## src/design/acp_pkg.sv

```systemverilog
// Shared types and constants for the AVC configuration record parser.
`default_nettype none
package acp_pkg;

    // Parse phase, one-hot
    typedef enum logic [14:0] {
        PH_IDLE   = 15'h0001,
        PH_VER    = 15'h0002,
        PH_PROF   = 15'h0004,
        PH_COMPAT = 15'h0008,
        PH_LEVEL  = 15'h0010,
        PH_LENSZ  = 15'h0020,
        PH_SEQCNT = 15'h0040,
        PH_SEQHI  = 15'h0080,
        PH_SEQLO  = 15'h0100,
        PH_SEQDAT = 15'h0200,
        PH_PICCNT = 15'h0400,
        PH_PICHI  = 15'h0800,
        PH_PICLO  = 15'h1000,
        PH_PICDAT = 15'h2000,
        PH_DONE   = 15'h4000
    } phase_t;

    // Byte roles
    localparam logic [3:0] ROLE_VERSION  = 4'd0;
    localparam logic [3:0] ROLE_PROFILE  = 4'd1;
    localparam logic [3:0] ROLE_COMPAT   = 4'd2;
    localparam logic [3:0] ROLE_LEVEL    = 4'd3;
    localparam logic [3:0] ROLE_LENSIZE  = 4'd4;
    localparam logic [3:0] ROLE_SEQCOUNT = 4'd5;
    localparam logic [3:0] ROLE_SEQLEN   = 4'd6;
    localparam logic [3:0] ROLE_SEQDATA  = 4'd7;
    localparam logic [3:0] ROLE_PICCOUNT = 4'd8;
    localparam logic [3:0] ROLE_PICLEN   = 4'd9;
    localparam logic [3:0] ROLE_PICDATA  = 4'd10;
    localparam logic [3:0] ROLE_IGNORED  = 4'd11;

    // Status codes
    localparam logic [1:0] STAT_BUSY    = 2'd0;
    localparam logic [1:0] STAT_SUCCESS = 2'd1;
    localparam logic [1:0] STAT_NO_DATA = 2'd2;
    localparam logic [1:0] STAT_TRAIL   = 2'd3;

    localparam logic [7:0] MIN_BODY_RESET = 8'd7;
    localparam logic [7:0] LENSZ_MASK     = 8'h03;
    localparam logic [7:0] SEQCNT_MASK    = 8'h1f;

    // Parser state carried between bytes
    typedef struct packed {
        phase_t      phase;
        logic [23:0] bytes_left;
        logic [7:0]  params_left;
        logic [15:0] payload_left;
        logic [7:0]  length_high;
        logic [7:0]  param_counter;
        logic [2:0]  nalu_size;
    } parse_state_t;

    // One result transaction
    typedef struct packed {
        logic [3:0]  byte_role;
        logic [15:0] field_value;
        logic [7:0]  param_index;
        logic [2:0]  nalu_len_bytes;
        logic [1:0]  status;
        logic        done_res;
    } result_t;

endpackage
`default_nettype wire

```

## src/design/acp_step.sv

```systemverilog
// Combinational parse step: one body byte against the current parser state.
`default_nettype none
module acp_step (
    input  wire acp_pkg::parse_state_t st,
    input  wire logic [7:0]            data_byte,
    input  wire logic                  start_req,
    input  wire logic [23:0]           body_size,
    input  wire logic [7:0]            min_body_size,
    output acp_pkg::parse_state_t      st_next,
    output acp_pkg::result_t           res
);

    always_comb begin
        acp_pkg::parse_state_t nx;
        logic        go;
        logic        seq;
        logic [15:0] len;
        logic [7:0]  pl_dec;
        logic [15:0] pay_dec;
        logic [3:0]  role;
        logic [15:0] val;
        logic [7:0]  idx;
        logic [1:0]  stat;
        logic        done;

        nx      = st;
        go      = 1'b1;
        seq     = 1'b0;
        len     = {st.length_high, data_byte};
        pl_dec  = st.params_left - 8'd1;
        pay_dec = st.payload_left - 16'd1;
        role    = acp_pkg::ROLE_IGNORED;
        val     = 16'd0;
        idx     = 8'd0;
        stat    = acp_pkg::STAT_BUSY;
        done    = 1'b0;

        // New body: clear state, reject undersized bodies
        if (start_req) begin
            nx.bytes_left    = body_size;
            nx.params_left   = 8'd0;
            nx.payload_left  = 16'd0;
            nx.length_high   = 8'd0;
            nx.param_counter = 8'd0;
            nx.nalu_size     = 3'd1;
            if (body_size < {16'd0, min_body_size}) begin
                nx.phase = acp_pkg::PH_DONE;
                stat     = acp_pkg::STAT_NO_DATA;
                done     = 1'b1;
                go       = 1'b0;
            end else begin
                nx.phase = acp_pkg::PH_VER;
            end
        end

        if (go) begin
            if (nx.phase == acp_pkg::PH_IDLE || nx.phase == acp_pkg::PH_DONE) begin
                // stray byte: tagged as ignored, status busy, not done
            end else if (nx.bytes_left == 24'd0 ||
                         ((nx.phase == acp_pkg::PH_SEQHI || nx.phase == acp_pkg::PH_PICHI)
                          && nx.bytes_left < 24'd2)) begin
                // ran past the end of the body
                nx.phase = acp_pkg::PH_DONE;
                stat     = acp_pkg::STAT_NO_DATA;
                done     = 1'b1;
            end else begin
                nx.bytes_left = nx.bytes_left - 24'd1;
                val           = {8'd0, data_byte};
                unique case (nx.phase) inside
                    acp_pkg::PH_VER: begin
                        role     = acp_pkg::ROLE_VERSION;
                        nx.phase = acp_pkg::PH_PROF;
                    end
                    acp_pkg::PH_PROF: begin
                        role     = acp_pkg::ROLE_PROFILE;
                        nx.phase = acp_pkg::PH_COMPAT;
                    end
                    acp_pkg::PH_COMPAT: begin
                        role     = acp_pkg::ROLE_COMPAT;
                        nx.phase = acp_pkg::PH_LEVEL;
                    end
                    acp_pkg::PH_LEVEL: begin
                        role     = acp_pkg::ROLE_LEVEL;
                        nx.phase = acp_pkg::PH_LENSZ;
                    end
                    acp_pkg::PH_LENSZ: begin
                        role         = acp_pkg::ROLE_LENSIZE;
                        nx.nalu_size = 3'd1 + {1'b0, data_byte[1:0] & LENSZ_MASK_2()};
                        nx.phase     = acp_pkg::PH_SEQCNT;
                    end
                    acp_pkg::PH_SEQCNT: begin
                        role             = acp_pkg::ROLE_SEQCOUNT;
                        nx.params_left   = data_byte & acp_pkg::SEQCNT_MASK;
                        nx.param_counter = 8'd0;
                        val              = {8'd0, nx.params_left};
                        nx.phase         = (nx.params_left == 8'd0) ? acp_pkg::PH_PICCNT
                                                                    : acp_pkg::PH_SEQHI;
                    end
                    acp_pkg::PH_PICCNT: begin
                        role             = acp_pkg::ROLE_PICCOUNT;
                        nx.params_left   = data_byte;
                        nx.param_counter = 8'd0;
                        if (data_byte == 8'd0) begin
                            nx.phase = acp_pkg::PH_DONE;
                            stat     = (nx.bytes_left == 24'd0) ? acp_pkg::STAT_SUCCESS
                                                                : acp_pkg::STAT_TRAIL;
                            done     = 1'b1;
                        end else begin
                            nx.phase = acp_pkg::PH_PICHI;
                        end
                    end
                    acp_pkg::PH_SEQHI, acp_pkg::PH_PICHI: begin
                        seq            = (nx.phase == acp_pkg::PH_SEQHI);
                        role           = seq ? acp_pkg::ROLE_SEQLEN : acp_pkg::ROLE_PICLEN;
                        nx.length_high = data_byte;
                        val            = {data_byte, 8'd0};
                        idx            = st.param_counter;
                        nx.phase       = seq ? acp_pkg::PH_SEQLO : acp_pkg::PH_PICLO;
                    end
                    acp_pkg::PH_SEQLO, acp_pkg::PH_PICLO: begin
                        seq  = (nx.phase == acp_pkg::PH_SEQLO);
                        role = seq ? acp_pkg::ROLE_SEQLEN : acp_pkg::ROLE_PICLEN;
                        val  = len;
                        idx  = st.param_counter;
                        if ({8'd0, len} > nx.bytes_left) begin
                            nx.phase = acp_pkg::PH_DONE;
                            stat     = acp_pkg::STAT_NO_DATA;
                            done     = 1'b1;
                        end else if (len == 16'd0) begin
                            // empty parameter ends at once
                            nx.params_left   = pl_dec;
                            nx.param_counter = st.param_counter + 8'd1;
                            if (pl_dec != 8'd0) begin
                                nx.phase = seq ? acp_pkg::PH_SEQHI : acp_pkg::PH_PICHI;
                            end else if (seq) begin
                                nx.phase = acp_pkg::PH_PICCNT;
                            end else begin
                                nx.phase = acp_pkg::PH_DONE;
                                stat     = (nx.bytes_left == 24'd0) ? acp_pkg::STAT_SUCCESS
                                                                    : acp_pkg::STAT_TRAIL;
                                done     = 1'b1;
                            end
                        end else begin
                            nx.payload_left = len;
                            nx.phase        = seq ? acp_pkg::PH_SEQDAT : acp_pkg::PH_PICDAT;
                        end
                    end
                    acp_pkg::PH_SEQDAT, acp_pkg::PH_PICDAT: begin
                        seq             = (nx.phase == acp_pkg::PH_SEQDAT);
                        role            = seq ? acp_pkg::ROLE_SEQDATA : acp_pkg::ROLE_PICDATA;
                        idx             = st.param_counter;
                        nx.payload_left = pay_dec;
                        if (pay_dec == 16'd0) begin
                            nx.params_left   = pl_dec;
                            nx.param_counter = st.param_counter + 8'd1;
                            if (pl_dec != 8'd0) begin
                                nx.phase = seq ? acp_pkg::PH_SEQHI : acp_pkg::PH_PICHI;
                            end else if (seq) begin
                                nx.phase = acp_pkg::PH_PICCNT;
                            end else begin
                                nx.phase = acp_pkg::PH_DONE;
                                stat     = (nx.bytes_left == 24'd0) ? acp_pkg::STAT_SUCCESS
                                                                    : acp_pkg::STAT_TRAIL;
                                done     = 1'b1;
                            end
                        end
                    end
                    default: begin
                        val = 16'd0;
                    end
                endcase
            end
        end

        st_next            = nx;
        res.byte_role      = role;
        res.field_value    = val;
        res.param_index    = idx;
        res.nalu_len_bytes = nx.nalu_size;
        res.status         = stat;
        res.done_res       = done;
    end

    // Low two bits of the length-size mask
    function automatic logic [1:0] LENSZ_MASK_2();
        LENSZ_MASK_2 = acp_pkg::LENSZ_MASK[1:0];
    endfunction

endmodule
`default_nettype wire

```

## src/design/avc_config_record_parser_top.sv

```systemverilog
// Top level of the AVC configuration record parser: input stage, state and result register.
//
//  Channel  | Ports                                   | Direction | Moves
//  ---------+-----------------------------------------+-----------+-----------------------------
//  s_       | s_valid/s_ready, s_data_byte, s_start_  | in        | one body byte per transaction
//           | req, s_body_size                        |           |
//  m_       | m_valid/m_ready, m_byte_role, m_field_  | out       | one tagged result per byte
//           | value, m_param_index, m_nalu_len_bytes, |           |
//           | m_status, m_done_res                    |           |
//  cfg_     | cfg_we, cfg_wdata                       | in        | min_body_size write
//
//  One byte per cycle while the m_ side does not stall; a result appears on m_ once its
//  byte has passed the input register and then the result register.
//  The parse step sits between the input register and the result register.
//  Reset (aresetn low, synchronous) empties both stages, idles the parser and sets
//  min_body_size to 7. A stalled m_ side holds the result; s_ready drops only once
//  both the input register and the result register are full.
`default_nettype none
module avc_config_record_parser_top (
    input  wire logic        aclk,
    input  wire logic        aresetn,
    // configuration
    input  wire logic        cfg_we,
    input  wire logic [7:0]  cfg_wdata,
    // input channel
    input  wire logic        s_valid,
    output logic             s_ready,
    input  wire logic [7:0]  s_data_byte,
    input  wire logic        s_start_req,
    input  wire logic [23:0] s_body_size,
    // result channel
    output logic             m_valid,
    input  wire logic        m_ready,
    output logic [3:0]       m_byte_role,
    output logic [15:0]      m_field_value,
    output logic [7:0]       m_param_index,
    output logic [2:0]       m_nalu_len_bytes,
    output logic [1:0]       m_status,
    output logic             m_done_res
);

    logic                  in_valid_reg;
    logic [7:0]            in_data_reg;
    logic                  in_start_reg;
    logic [23:0]           in_size_reg;
    logic                  out_valid_reg;
    acp_pkg::result_t      out_reg;
    acp_pkg::result_t      res_next;
    acp_pkg::parse_state_t state_reg;
    acp_pkg::parse_state_t state_next;
    logic [7:0]            min_body_size_reg;
    logic                  advance;

    // Input stage moves into the result register when that is free or draining
    assign advance = in_valid_reg && (!out_valid_reg || m_ready);
    assign s_ready = !in_valid_reg || advance;

    acp_step u_step (
        .st            (state_reg),
        .data_byte     (in_data_reg),
        .start_req     (in_start_reg),
        .body_size     (in_size_reg),
        .min_body_size (min_body_size_reg),
        .st_next       (state_next),
        .res           (res_next)
    );

    // Configuration register
    always_ff @(posedge aclk) begin
        if (!aresetn) begin
            min_body_size_reg <= acp_pkg::MIN_BODY_RESET;
        end else if (cfg_we) begin
            min_body_size_reg <= cfg_wdata;
        end
    end

    // Input register
    always_ff @(posedge aclk) begin
        if (!aresetn) begin
            in_valid_reg <= 1'b0;
        end else if (s_ready) begin
            in_valid_reg <= s_valid;
        end
    end

    always_ff @(posedge aclk) begin
        if (s_valid && s_ready) begin
            in_data_reg  <= s_data_byte;
            in_start_reg <= s_start_req;
            in_size_reg  <= s_body_size;
        end
    end

    // Parser state
    always_ff @(posedge aclk) begin
        if (!aresetn) begin
            state_reg.phase         <= acp_pkg::PH_IDLE;
            state_reg.bytes_left    <= 24'd0;
            state_reg.params_left   <= 8'd0;
            state_reg.payload_left  <= 16'd0;
            state_reg.length_high   <= 8'd0;
            state_reg.param_counter <= 8'd0;
            state_reg.nalu_size     <= 3'd1;
        end else if (advance) begin
            state_reg <= state_next;
        end
    end

    // Result register
    always_ff @(posedge aclk) begin
        if (!aresetn) begin
            out_valid_reg <= 1'b0;
        end else if (advance) begin
            out_valid_reg <= 1'b1;
        end else if (m_ready) begin
            out_valid_reg <= 1'b0;
        end
    end

    always_ff @(posedge aclk) begin
        if (advance) begin
            out_reg <= res_next;
        end
    end

    assign m_valid          = out_valid_reg;
    assign m_byte_role      = out_reg.byte_role;
    assign m_field_value    = out_reg.field_value;
    assign m_param_index    = out_reg.param_index;
    assign m_nalu_len_bytes = out_reg.nalu_len_bytes;
    assign m_status         = out_reg.status;
    assign m_done_res       = out_reg.done_res;

endmodule
`default_nettype wire

```

## config.mk

```make
export PLATFORM = sky130hd
export DESIGN_NAME = avc_config_record_parser_top
export DESIGN_NICKNAME = d
export VERILOG_FILES = /design/src/design/acp_pkg.sv /design/src/design/acp_step.sv /design/src/design/avc_config_record_parser_top.sv
export SDC_FILE = /design/constraint.sdc
export NUM_CORES = 1
export LEC_CHECK = 0
export BUFFER_PORTS_ARGS = -buffer_cell sky130_fd_sc_hd__buf_4
export CAP_MARGIN = 10
export CORE_MARGIN = 5
export CORE_UTILIZATION = 35
export CTS_CLUSTER_SIZE = 12
export DETAILED_ROUTE_END_ITERATION = 7
export PLACE_DENSITY = 0.51
export SYNTH_ARGS = -nofsm -noshare
export SYNTH_HDL_FRONTEND = slang
export SYNTH_HIERARCHICAL = 1
export SYNTH_SLANG_ARGS = --single-unit
```

## constraint.sdc

```tcl
create_clock -name aclk -period 8.1 [get_ports aclk]
set_clock_uncertainty 0.1 [all_clocks]
set_input_delay 1.62 -clock aclk [delete_from_list [all_inputs] [get_ports aclk]]
set_output_delay 1.62 -clock aclk [all_outputs]
set_load 0.02 [all_outputs]
```

==> summary.md, run 1 <==
| Metric | Value |
|---|---|
| Outcome | finished clean |
| Met1 Use GR | about a quarter |
| PwrDens | roughly 160 nW/um^2 |
| Switching pwr | around 0.58 mW |
| ANT cells | 0 |
| WL/cell | ~19 um |
| Startpoint Class | flop |
| Chip Height | around 190 um |
| Slowest CP cell | edfxtp_1 |
| Initial Utilization | a little over a third |
| Sequential area share after synthesis | 34.78% |
| Gate power share | 14.5% |
| Mapped Area | between 10000 and 15000 sq um |
| Critical path arrival | roughly 6.1 ns |
| Finish-stage setup viols | 0 |
| DRT Pass-1 Iters | 8 |
| CP endpoint kind | flop |
| Met3 Use GR | under 10% |
| CTS buffer count | 17 |
| Gr usage total | 18.56% |
| Vias in the first global route | 9338 |
| Number of flip-flops in the largest register | between 80 and 90 |
| NumNets Final | 1400 |
| Slew HR | ~28% |
| Maximum vdd drop | approximately 130 uV |
| Synth Flop Type | dfxtp_1 |
| Resized Gates After CTS | 0 |
| Placer congestion estimate | between 0.8 and 0.9 |
| Routed wire length | roughly 33000 um |
| Static Leak | about 4.5 nW |
| Number of synthesized flops with an enable pin | 67 |
| Clock Latency Late Sink | 0.44 ns |
| Grt peak-use layer | met2 |
| Share of layout cells above drive strength 1 | 13.26% |
| DRT antenna net count | 0 |
| Largest net degree at the start of global routing | 98 |
| CP required | 8.37 ns |
| Number of max-cap violations | 0 |
| Post-synthesis area per instance | slightly below 9 sq um |
| Starting DRC count in detailed routing | just under 700 |
| FFs w/ async S/R, synth | 0% |
| Yosys reg bits | ~160 |
| CP max FO | 19 |
| Final max-slew violation count | 0 |
| WS Path Type | reg2reg |
| Switching part of the total | between 20% and 30% |
| Via density | ~5.6 |
| Root Driver | clkbuf_16 |
| Slew at the pin with the worst max-slew slack | ~1.1 ns |
| Hold Path Class | reg2reg |
| Max Root-Sink Buffers | 2 |
| Total gr overflow | 0 |
| Clk sinks | 159 |
| Global-route wire length before repair | 52750 um |
| Crit-path most repeated cell | a21oi_1 |
| Fin Setup TNS | 0 ns |
| Via count | 9650 |
| Sequential cell fraction of total power | ~44% |
| Design Power | 2.053 mW |
| Tcrit/Tclk final | between 70 and 80% |
| Residual DRC count | 0 |
| I/O pins | just over 80 |
| Slowest stage delay, CP | roughly 0.66 ns |
| IO buf count | 81 |
| Post-Syn Nets | 1357 |
| Die width | between 150 and 200 um |
| Clock power share | about two fifths |
| DIE AREA | roughly 35000 sq um |
| Area contributors post-synth | edfxtp_1 18%, dfxtp_1 17%, mux2i_1 11% |
| Clock slew at reported path FFs | ~0.07 ns |
| Hold_buf cts | 0 |
| Synth warn | 6 |
| CTS tree | built |
| Post-DP HPWL | 24090 um |
| Share of the synthesized area in the top cell type | between 10% and 20% |
| Minimum clock period | between 5 and 6 ns |
| Filler Cell Count | between 3000 and 4000 |
| Core ar. | 31390 sq um |
| Layout area overhead | 12.74% |
| Post-synthesis cell type count | between 90 and 100 |
| Setup bufs post-CTS | 0 |
| Cell Int Power | 1.473 mW |
| Site Rows | between 60 and 70 |
| H-tree levels | 4 |
| Post-synth top area cell | edfxtp_1 |
| Fmax achieved | between 150 and 200 MHz |
| CP cell instances | buf_4 > or3_1 > a222oi_1 > and3_1 > xor2_1 > ha_1 > a21oi_1 > o21ai_0 > a2111oi_0 > a21o_1 > o31a_1 > nand3_1 > a21oi_1 > o22a_1 > nand2_1 > mux2i_1 |
| Unrepaired setup endpoints after global routing | no |
| Final hold violation count | 0 |
| Gate count after technology mapping | approximately 1300 |
| Initial antenna violation count | 0 |
| GR met2 Demand/Resource | 29.30% |
## cell usage after synthesis (13+ instances only)
master / count
xnor2_1: 24
nor4_1: 23
inv_1: 39
dfxtp_1: 92
and2_1: 13
nor2b_1: 16
edfxtp_1: 67
nand2b_1: 16
clkbuf_1: 36
nand2_1: 235
o21ai_0: 48
ha_1: 32
a21oi_1: 46
xor2_1: 23
nor3_1: 36
mux2i_1: 117
or3_1: 15
buf_2: 18
nor2_1: 91
nand3_1: 27
a22oi_1: 15
and3_1: 19
## worst paths after layout
path | endpoint | depth (start not counted) | slack (ns) | startpoint
min reg2reg | state_reg[66] | 2 | 0.36 | state_reg[66]
max | state_reg[31] | 16 | 2.25 | in_start_reg
min | state_reg[66] | 2 | 0.36 | state_reg[66]
max reg2reg | state_reg[31] | 16 | 2.25 | in_start_reg
## power groups by stage
stage | combinational (mW) | sequential (mW) | clock, mW
CTS | 0.300 | 0.893 | 0.889
floorplan | 0.210 | 0.906 | 0
global placement | 0.296 | 0.911 | 0
detailed placement | 0.299 | 0.911 | 0
global route | 0.330 | 0.896 | 0.928
finish | 0.298 | 0.893 | 0.862
## cells by family (layout without fill, tap and decap cells)
kind of cell | count (synthesis) | in the layout | share of synthesized area, %
adders and majority gates | 32 | 32 | 3.614
muxes | 121 | 121 | 10.98
xor gates and xnor gates | 47 | 47 | 3.715
and+or+nand+nor | 561 | 561 | 25.23
AOI/OAI and AO/OA | 247 | 247 | 16.33
DFF | 159 | 159 | 34.78
buffers and inverters | 112 | 168 | 5.353
## worst max-delay path, delay by kind of cell, from the launching register on
kind / cells / cell delay, ns
flops: 1 / 0.66
buf+inv: 1 / 0.36
mux: 1 / 0.15
fa+ha+maj: 1 / 0.30
xor+xnor: 1 / 0.24
compound gates: 8 / 2.91
simple gates: 4 / 1.06
## through the flow
step	hold WS (ns)	cell area [sq um]	setup slack, ns	std cells	utilization [%]
4_1_cts	0.3676	12490	2.372	1737	39.79
5_1_grt	0.3907	12490	2.028	1737	39.79
2_1_floorplan	0.3322	11080	2.374	1279	-
3_5_place_dp	0.3573	11870	2.391	1705	37.82
3_3_place_gp	0.3435	11870	2.501	1705	37.82
6_report	0.3629	12490	2.246	1737	39.79
## metal layers
layer,wire length (um),vias up
met3,1782,46
li1,-,4748
met1,15730,4599
met2,14980,257
met4,723,0
met5,0,-
## layout by cell type (no fill, tap or decap), drive strengths merged, types with 7 or more instances in the layout
cell type / instances
o211ai: 13
buf: 96
inv: 48
and3: 19
dfxtp: 92
xnor2: 24
o31ai: 8
or2: 7
o21ai: 54
and2: 13
a31oi: 10
or3: 15
xor2: 23
or4: 8
a22oi: 15
nor2b: 16
edfxtp: 67
nand2: 236
ha: 32
nand2b: 16
nand3: 27
o21a: 7
nand4: 10
a21o: 8
nor2: 94
nor4: 27
mux2i: 117
clkbuf: 17
a21oi: 48
nor3: 37
o2bb2ai: 7
nor3b: 12
## area by class of cell
type                       instances  area (sq um)  area share (%)
multi-input combinational       1008          6644           53.19
clock inverter                    15         193.9           1.553
tap                              402         503.0           4.027
inverter                          40         150.1           1.202
sequential                       159          3854           30.85
clock buffer                      17         425.4           3.406
timing repair buffer              96         720.7           5.770
(Power assumes the default switching activity.)
==> run 2: changes to the inputs <==
==> constraint.sdc (replaced) <==
create_clock -name aclk -period 5.5 [get_ports aclk]
set_clock_uncertainty 0.1 [all_clocks]
set_input_delay 1.1 -clock aclk [delete_from_list [all_inputs] [get_ports aclk]]
set_output_delay 1.1 -clock aclk [all_outputs]
set_load 0.02 [all_outputs]
==> run 2 against run 1 <==
Sequential share of layout area is 0.27 points lower. Combinational power is 54% higher. First-iteration DRC count is 2.2% higher. Cell count is 1.2% higher.
==> summary.md, run 2 (synthesized netlist as in run 1, its figures left out) <==
| Metric | Value |
|---|---|
| Placer congestion estimate | 0.8782 (-1.9%) |
| Switching pwr | 0.8347 mW (+44%) |
| Clock Latency Late Sink | 0.45 ns (about the same) |
| Maximum vdd drop | 207.6 uV (+55%) |
| Fin Setup TNS | 0 ns (unchanged) |
| Hold slack | 0.3626 ns (-0.0002950 ns) |
| Chip Height | 187.9 um (unchanged) |
| Post-DP HPWL | 24600 um (+2.1%) |
| Hold Path Class | reg2reg |
| Number of max-cap violations | 0 (unchanged) |
| Tcrit/Tclk final | 94.71% (+22 points) |
| CP cell instances | buf_4 > or3_1 > a222oi_1 > and3_1 > xor2_1 > ha_1 > a21oi_1 > o21ai_0 > a2111oi_1 > a21o_1 > o31ai_1 > a21oi_1 > o21ai_0 > o211ai_2 > nand2_1 > mux2i_1 |
| Cell area after layout | 12600 sq um (+0.89%) |
| H-tree levels | 4 (unchanged) |
| CP required | 5.78 ns (-2.59 ns) |
| Critical path arrival | 5.49 ns (-0.64 ns) |
| Die width | 187.9 um (unchanged) |
| Static Leak | 4.628 nW (+1.9%) |
| PwrDens | 230.7 nW/um^2 (+40%) |
| Gate power share | 15.8% (+1.3 points) |
| Number of flip-flops in the largest register | 82 (unchanged) |
| Starting DRC count in detailed routing | 691 (+2.2%) |
| CP endpoint kind | flop |
| DRT antenna net count | 0 (unchanged) |
| Slowest stage delay, CP | 0.63 ns (-0.03 ns) |
| Routed wire length | 33740 um (+1.6%) |
| Sequential cell fraction of total power | 45.1% (+1.6 points) |
| Design Power | 2.907 mW (+42%) |
| Commonest non-fill, non-tap cell in the layout | nand2_1 |
| Fmax achieved | 192.0 MHz (+12%) |
| Max Root-Sink Buffers | 2 (unchanged) |
| Vias in the first global route | 9457 (+1.3%) |
| Cell Int Power | 2.073 mW (+41%) |
| DIE AREA | 35310 sq um (unchanged) |
| Clock slew at reported path FFs | 0.07 ns (about the same) |
| Placed Cells incl. Taps | 1720 (+0.88%) |
| Via count | 9760 (+1.1%) |
| Most frequent cells in the layout | 235 x nand2_1, 117 x mux2i_1, 115 x buf_4 |
| Via density | 5.552 (about the same) |
| Site Rows | 65 (unchanged) |
| Layout Cells excl Fill | 1758 (+1.2%) |
| Residual DRC count | 0 (unchanged) |
| DRT Pass-1 Iters | 7 (-1) |
| Slew HR | 32.52% (+4.8 points) |
| Gr usage total | 18.89% (+0.33 points) |
| I/O pins | 82 (unchanged) |
| Unrepaired setup endpoints after global routing | no |
| IO buf count | 81 (unchanged) |
| Core ar. | 31390 sq um (unchanged) |
| Final hold violation count | 0 (unchanged) |
| Global-route wire length before repair | 53520 um (+1.5%) |
| Total gr overflow | 0 (unchanged) |
| Initial antenna violation count | 0 (unchanged) |
| Largest net degree at the start of global routing | 101 (+3.1%) |
| Initial Utilization | 35.29% (unchanged) |
| Final max-slew violation count | 0 (unchanged) |
| CTS tree | built |
| Filler Cell Count | 3229 (+0.22%) |
| WS Path Type | reg2reg |
| Slowest CP cell | a222oi_1 |
| Finish-stage setup viols | 0 (unchanged) |
| Minimum clock period | 5.209 ns (-0.6448 ns) |
| ANT cells | 0 (unchanged) |
| Layout area overhead | 13.74% |
| Switching part of the total | 28.71% (+0.45 points) |
| Share of layout cells above drive strength 1 | 14.31% (+1.0 points) |
| WL/cell | 19.19 um (+0.37%) |
| NumNets Final | 1421 (+1.5%) |
| CTS buffer count | 17 (unchanged) |
| Post-DP Area | 12010 sq um (+1.2%) |
| CP max FO | 9 (-10) |
| Root Driver | clkbuf_16 |
| FF/Latch Area | 3854 sq um (unchanged) |
| Clock power share | 39.1% (-2.9 points) |
| Outcome | finished clean |
| Clk sinks | 159 (unchanged) |
| Startpoint Class | flop |
| Slew at the pin with the worst max-slew slack | 1.012 ns (-0.07132 ns) |
| Area occupied by multi-input gates | 6646 sq um (about the same) |
## run 2: cell count changes in the layout (fill, tap and decap cells not counted), sizes merged
cell      previous run  this run
inv                 48        43
clkbuf              17        18
buf                 96       117
clkinv               1        10
bufinv               3         1
clkinvlp             3         0
## run 2: worst paths after layout
kind,start,end,slack [ns],cells past startpoint
setup / recovery,in_start_reg,state_reg[42],0.29,16
setup reg to reg,in_start_reg,state_reg[42],0.29,16
hold / removal,state_reg[2],state_reg[2],0.36,2
hold reg to reg,state_reg[2],state_reg[2],0.36,2
## run 2: metrics by stage
step                setup WS [ns]  utilization [%]
finish                     0.2909            40.14
CTS                        0.2108            40.00
global route              0.01634            40.14
floorplan                0.007260                -
detailed placement         0.2388            38.26
global placement           0.3329            38.26
## run 2: cell type report
| class | count | area share (%) |
|---|---|---|
| Timing Repair Buffer | 117 | 7.168 |
| Multi-Input combinational cell | 1008 | 52.74 |
| Tap cell | 402 | 3.991 |
| Clock inverter | 14 | 0.9234 |
| Clock buffer | 18 | 3.405 |
| Sequential cell | 159 | 30.58 |
| Inverter | 40 | 1.191 |
## run 2: critical path: cells and delay by family (launching register included)
kind | cells | cell delay (ns)
buf+inv | 1 | 0.21
flops | 1 | 0.53
xor+xnor | 1 | 0.23
simple gates | 3 | 0.88
compound gates | 9 | 2.78
mux | 1 | 0.12
fa+ha+maj | 1 | 0.30
## run 2: layer usage
metal	part of all wire, %	global-route usage [%]
met5	0	0
met4	1.6	5.054
met3	6.1	4.486
met2	46	30.30
met1	47	25.61
## run 2: what timing repair did
| item | 4_1_cts | 5_1_grt |
|---|---|---|
| hold buffers | 0 | 0 |
| setup endpoints to repair | 0 | 25 |
| gates resized for setup | 0 | 1 |
| buffers inserted | 0 | 6 |
## run 2: power groups by stage
stage,logic [mW],clock network (mW),registers (mW)
after floorplan,0.310,0,1.33
after global placement,0.452,0,1.34
after detailed placement,0.454,0,1.34
after CTS,0.456,1.17,1.31
after global routing,0.502,1.23,1.32
final,0.460,1.14,1.31
==> run 3: changes to the inputs <==
--- a/config.mk
+++ b/config.mk
@@ -8,10 +8,10 @@
 export BUFFER_PORTS_ARGS = -buffer_cell sky130_fd_sc_hd__buf_4
 export CAP_MARGIN = 10
 export CORE_MARGIN = 5
-export CORE_UTILIZATION = 35
+export CORE_UTILIZATION = 60
 export CTS_CLUSTER_SIZE = 12
 export DETAILED_ROUTE_END_ITERATION = 7
-export PLACE_DENSITY = 0.51
+export PLACE_DENSITY = 0.8
 export SYNTH_ARGS = -nofsm -noshare
 export SYNTH_HDL_FRONTEND = slang
 export SYNTH_HIERARCHICAL = 1
==> run 3 against run 2 <==
Final area is 1.5% lower. Utilization is 28 points higher. Largest power group unchanged. Sequential share of layout area is 0.47 points higher. Die area is 40% lower. Via count is 5.0% higher. Critical path depth stayed put. Cell count is 10% lower.
==> summary.md, run 3 (synthesized netlist as in run 1, its figures left out) <==
| Metric | Value |
|---|---|
| Outcome | finished clean |
| Finish-stage setup viols | 0 (unchanged) |
| Initial antenna violation count | 0 (unchanged) |
| Static Leak | 4.616 nW (-0.24%) |
| Placed Cells incl. Taps | 1544 (-10%) |
| Switching pwr | 0.8265 mW (-0.98%) |
| Total gr overflow | 0 (unchanged) |
| Core ar. | 18090 sq um (-42%) |
| Hold slack | 0.3678 ns (+0.005156 ns) |
| CTS buffer count | 17 (unchanged) |
| Max Root-Sink Buffers | 2 (unchanged) |
| WS Path Type | reg2reg |
| Top layer in use | met4 |
| Maximum vdd drop | 208.6 uV (+0.50%) |
| Residual DRC count | 0 (unchanged) |
| Slowest stage delay, CP | 0.57 ns (-0.06 ns) |
| NumNets Final | 1415 (-0.42%) |
| WL/cell | 19.73 um (+2.8%) |
| Gr usage total | 28.56% (+9.7 points) |
| Root Driver | clkbuf_16 |
| IO buf count | 81 (unchanged) |
| DRT Pass-1 Iters | 6 (-1) |
| Layout Cells excl Fill | 1579 (-10%) |
| Critical path arrival | 5.31 ns (-0.18 ns) |
| Clock slew at reported path FFs | 0.07 ns (about the same) |
| ANT cells | 0 (unchanged) |
| Final max-slew violation count | 0 (unchanged) |
| Fmax achieved | 195.9 MHz (+2.0%) |
| Fin util | 68.62% (+28 points) |
| Slew at the pin with the worst max-slew slack | 1.089 ns (+0.07714 ns) |
| Clock power share | 41.9% (+2.8 points) |
| I/O pins | 82 (unchanged) |
| Buf/Inv on CP | 1 (unchanged) |
| Vias in the first global route | 9574 (+1.2%) |
| Via density | 6.490 (+17%) |
| CP cell instances | buf_4 > or3b_1 > o2bb2a_1 > and3_1 > xor2_1 > ha_1 > a21oi_1 > o21ai_0 > a2111oi_1 > a21o_1 > o31ai_4 > a21oi_4 > a21o_1 > a31oi_1 > nand2_1 > mux2i_1 |
| Site Rows | 49 (-25%) |
| PwrDens | 245.4 nW/um^2 (+6.4%) |
| Number of flip-flops in the largest register | 82 (unchanged) |
| CP endpoint kind | flop |
| Commonest non-fill, non-tap cell in the layout | nand2_1 |
| Final hold violation count | 0 (unchanged) |
| Most frequent cells in the layout | 235 x nand2_1, 116 x mux2i_1, 109 x buf_4 |
| Startpoint Class | flop |
| Unrepaired setup endpoints after global routing | no |
| Minimum clock period | 5.106 ns (-0.1032 ns) |
| DRT antenna net count | 0 (unchanged) |
| Global-route wire length before repair | 49860 um (-6.8%) |
| Chip Height | 145.9 um (-22%) |
| WL met3 | 2798 um (+36%) |
| Placer congestion estimate | 0.9713 (+11%) |
| Switching part of the total | 27.13% (-1.6 points) |
| Largest net degree at the start of global routing | 77 (-24%) |
| CP required | 5.70 ns (-0.08 ns) |
| Sequential cell fraction of total power | 43.1% (-2.0 points) |
| Share of layout cells above drive strength 1 | 14.30% (about the same) |
| Starting DRC count in detailed routing | 1152 (+67%) |
| Fin Setup TNS | 0 ns (unchanged) |
| Crit-path most repeated cell | a21o_1 |
| CTS tree | built |
| CP top delay family | compound AO/OA/AOI/OAI gates |
| DIE AREA | 21280 sq um (-40%) |
| H-tree levels | 4 (unchanged) |
| Initial Utilization | 61.26% (+26 points) |
| Routed length on met1 | 12890 um (-18%) |
| Routed wire length | 31160 um (-7.6%) |
| Tcrit/Tclk final | 92.83% (-1.9 points) |
| Routed wl met2 | 14410 um (-6.5%) |
| Post-DP HPWL | 21970 um (-11%) |
| Cell Int Power | 2.220 mW (+7.1%) |
| CP max FO | 52 (+43) |
| Die width | 145.9 um (-22%) |
| Clock Latency Late Sink | 0.43 ns (-0.02 ns) |
| Slew HR | 27.22% (-5.3 points) |
| Hold_buf cts | 0 (unchanged) |
| Slowest CP cell | buf_4 |
| Hold Path Class | reg2reg |
| Number of max-cap violations | 0 (unchanged) |
| Gate power share | 15.0% (-0.8 points) |
| Via count | 10250 (+5.0%) |
| Layout area overhead | 12.02% |
| Clk sinks | 159 (unchanged) |
==> run 3: cell count changes in the layout (fill, tap and decap cells not counted), sizes merged <==
cell and delta:
inv +1, buf -6, clkbuf +2, bufinv +3, clkinvlp +2, clkinv -8
==> run 3: cell type report <==
cell class	instances	area [sq um]
tap	229	286.5
clock buffer	20	436.7
inverter	40	150.1
sequential	159	3854
multi-input combinational	1008	6656
timing repair buffer	111	843.3
fill	1439	5675
clock inverter	12	183.9
==> run 3: final timing paths <==
kind	cells past startpoint	slack (ns)	end	from
worst min register to register	2	0.37	state_reg[1]	state_reg[1]
worst max-delay path	16	0.39	state_reg[9]	in_start_reg
worst min-delay path	2	0.37	state_reg[1]	state_reg[1]
worst max register to register	16	0.39	state_reg[9]	in_start_reg
==> run 3: worst reg2reg max path, stage by stage, from the launching register on <==
cell and delay [ns]:
edfxtp_1 0.53, buf_4 0.57, or3b_1 0.47, o2bb2a_1 0.28
and3_1 0.25, xor2_1 0.26, ha_1 0.32, a21oi_1 0.20
o21ai_0 0.12, a2111oi_1 0.48, a21o_1 0.38, o31ai_4 0.15
a21oi_4 0.29, a21o_1 0.30, a31oi_1 0.13, nand2_1 0.08
mux2i_1 0.07
==> run 3: timing repair <==
action,in CTS,in global routing
setup buffers,0,3
setup endpoints to repair,0,36
gates resized for setup,0,4
==> run 3: metal layers <==
layer  track usage (%)  vias up
met5                 0        -
met4             11.21        0
met3             5.917       93
met2             46.03      544
met1             37.78     4828
li1                  -     4782
==> run 3: power groups by stage <==
| stage | clock, mW | sequential (mW) | combinational (mW) |
|---|---|---|---|
| 6_report | 1.28 | 1.31 | 0.456 |
| 4_1_cts | 1.29 | 1.31 | 0.446 |
| 5_1_grt | 1.34 | 1.32 | 0.493 |
| 3_5_place_dp | 0 | 1.34 | 0.443 |
| 3_3_place_gp | 0 | 1.34 | 0.431 |
| 2_1_floorplan | 0 | 1.33 | 0.310 |
==> run 3: stage by stage <==
step | instance area [sq um] | power, mW | setup WS, ns
after floorplan | 11080 | 1.645 | 0.007260
after global placement | 11760 | 1.767 | 0.2297
after detailed placement | 11760 | 1.780 | 0.1193
after CTS | 12380 | 3.044 | 0.1272
after global routing | 12410 | 3.146 | 0.04547
final | 12410 | 3.046 | 0.3942
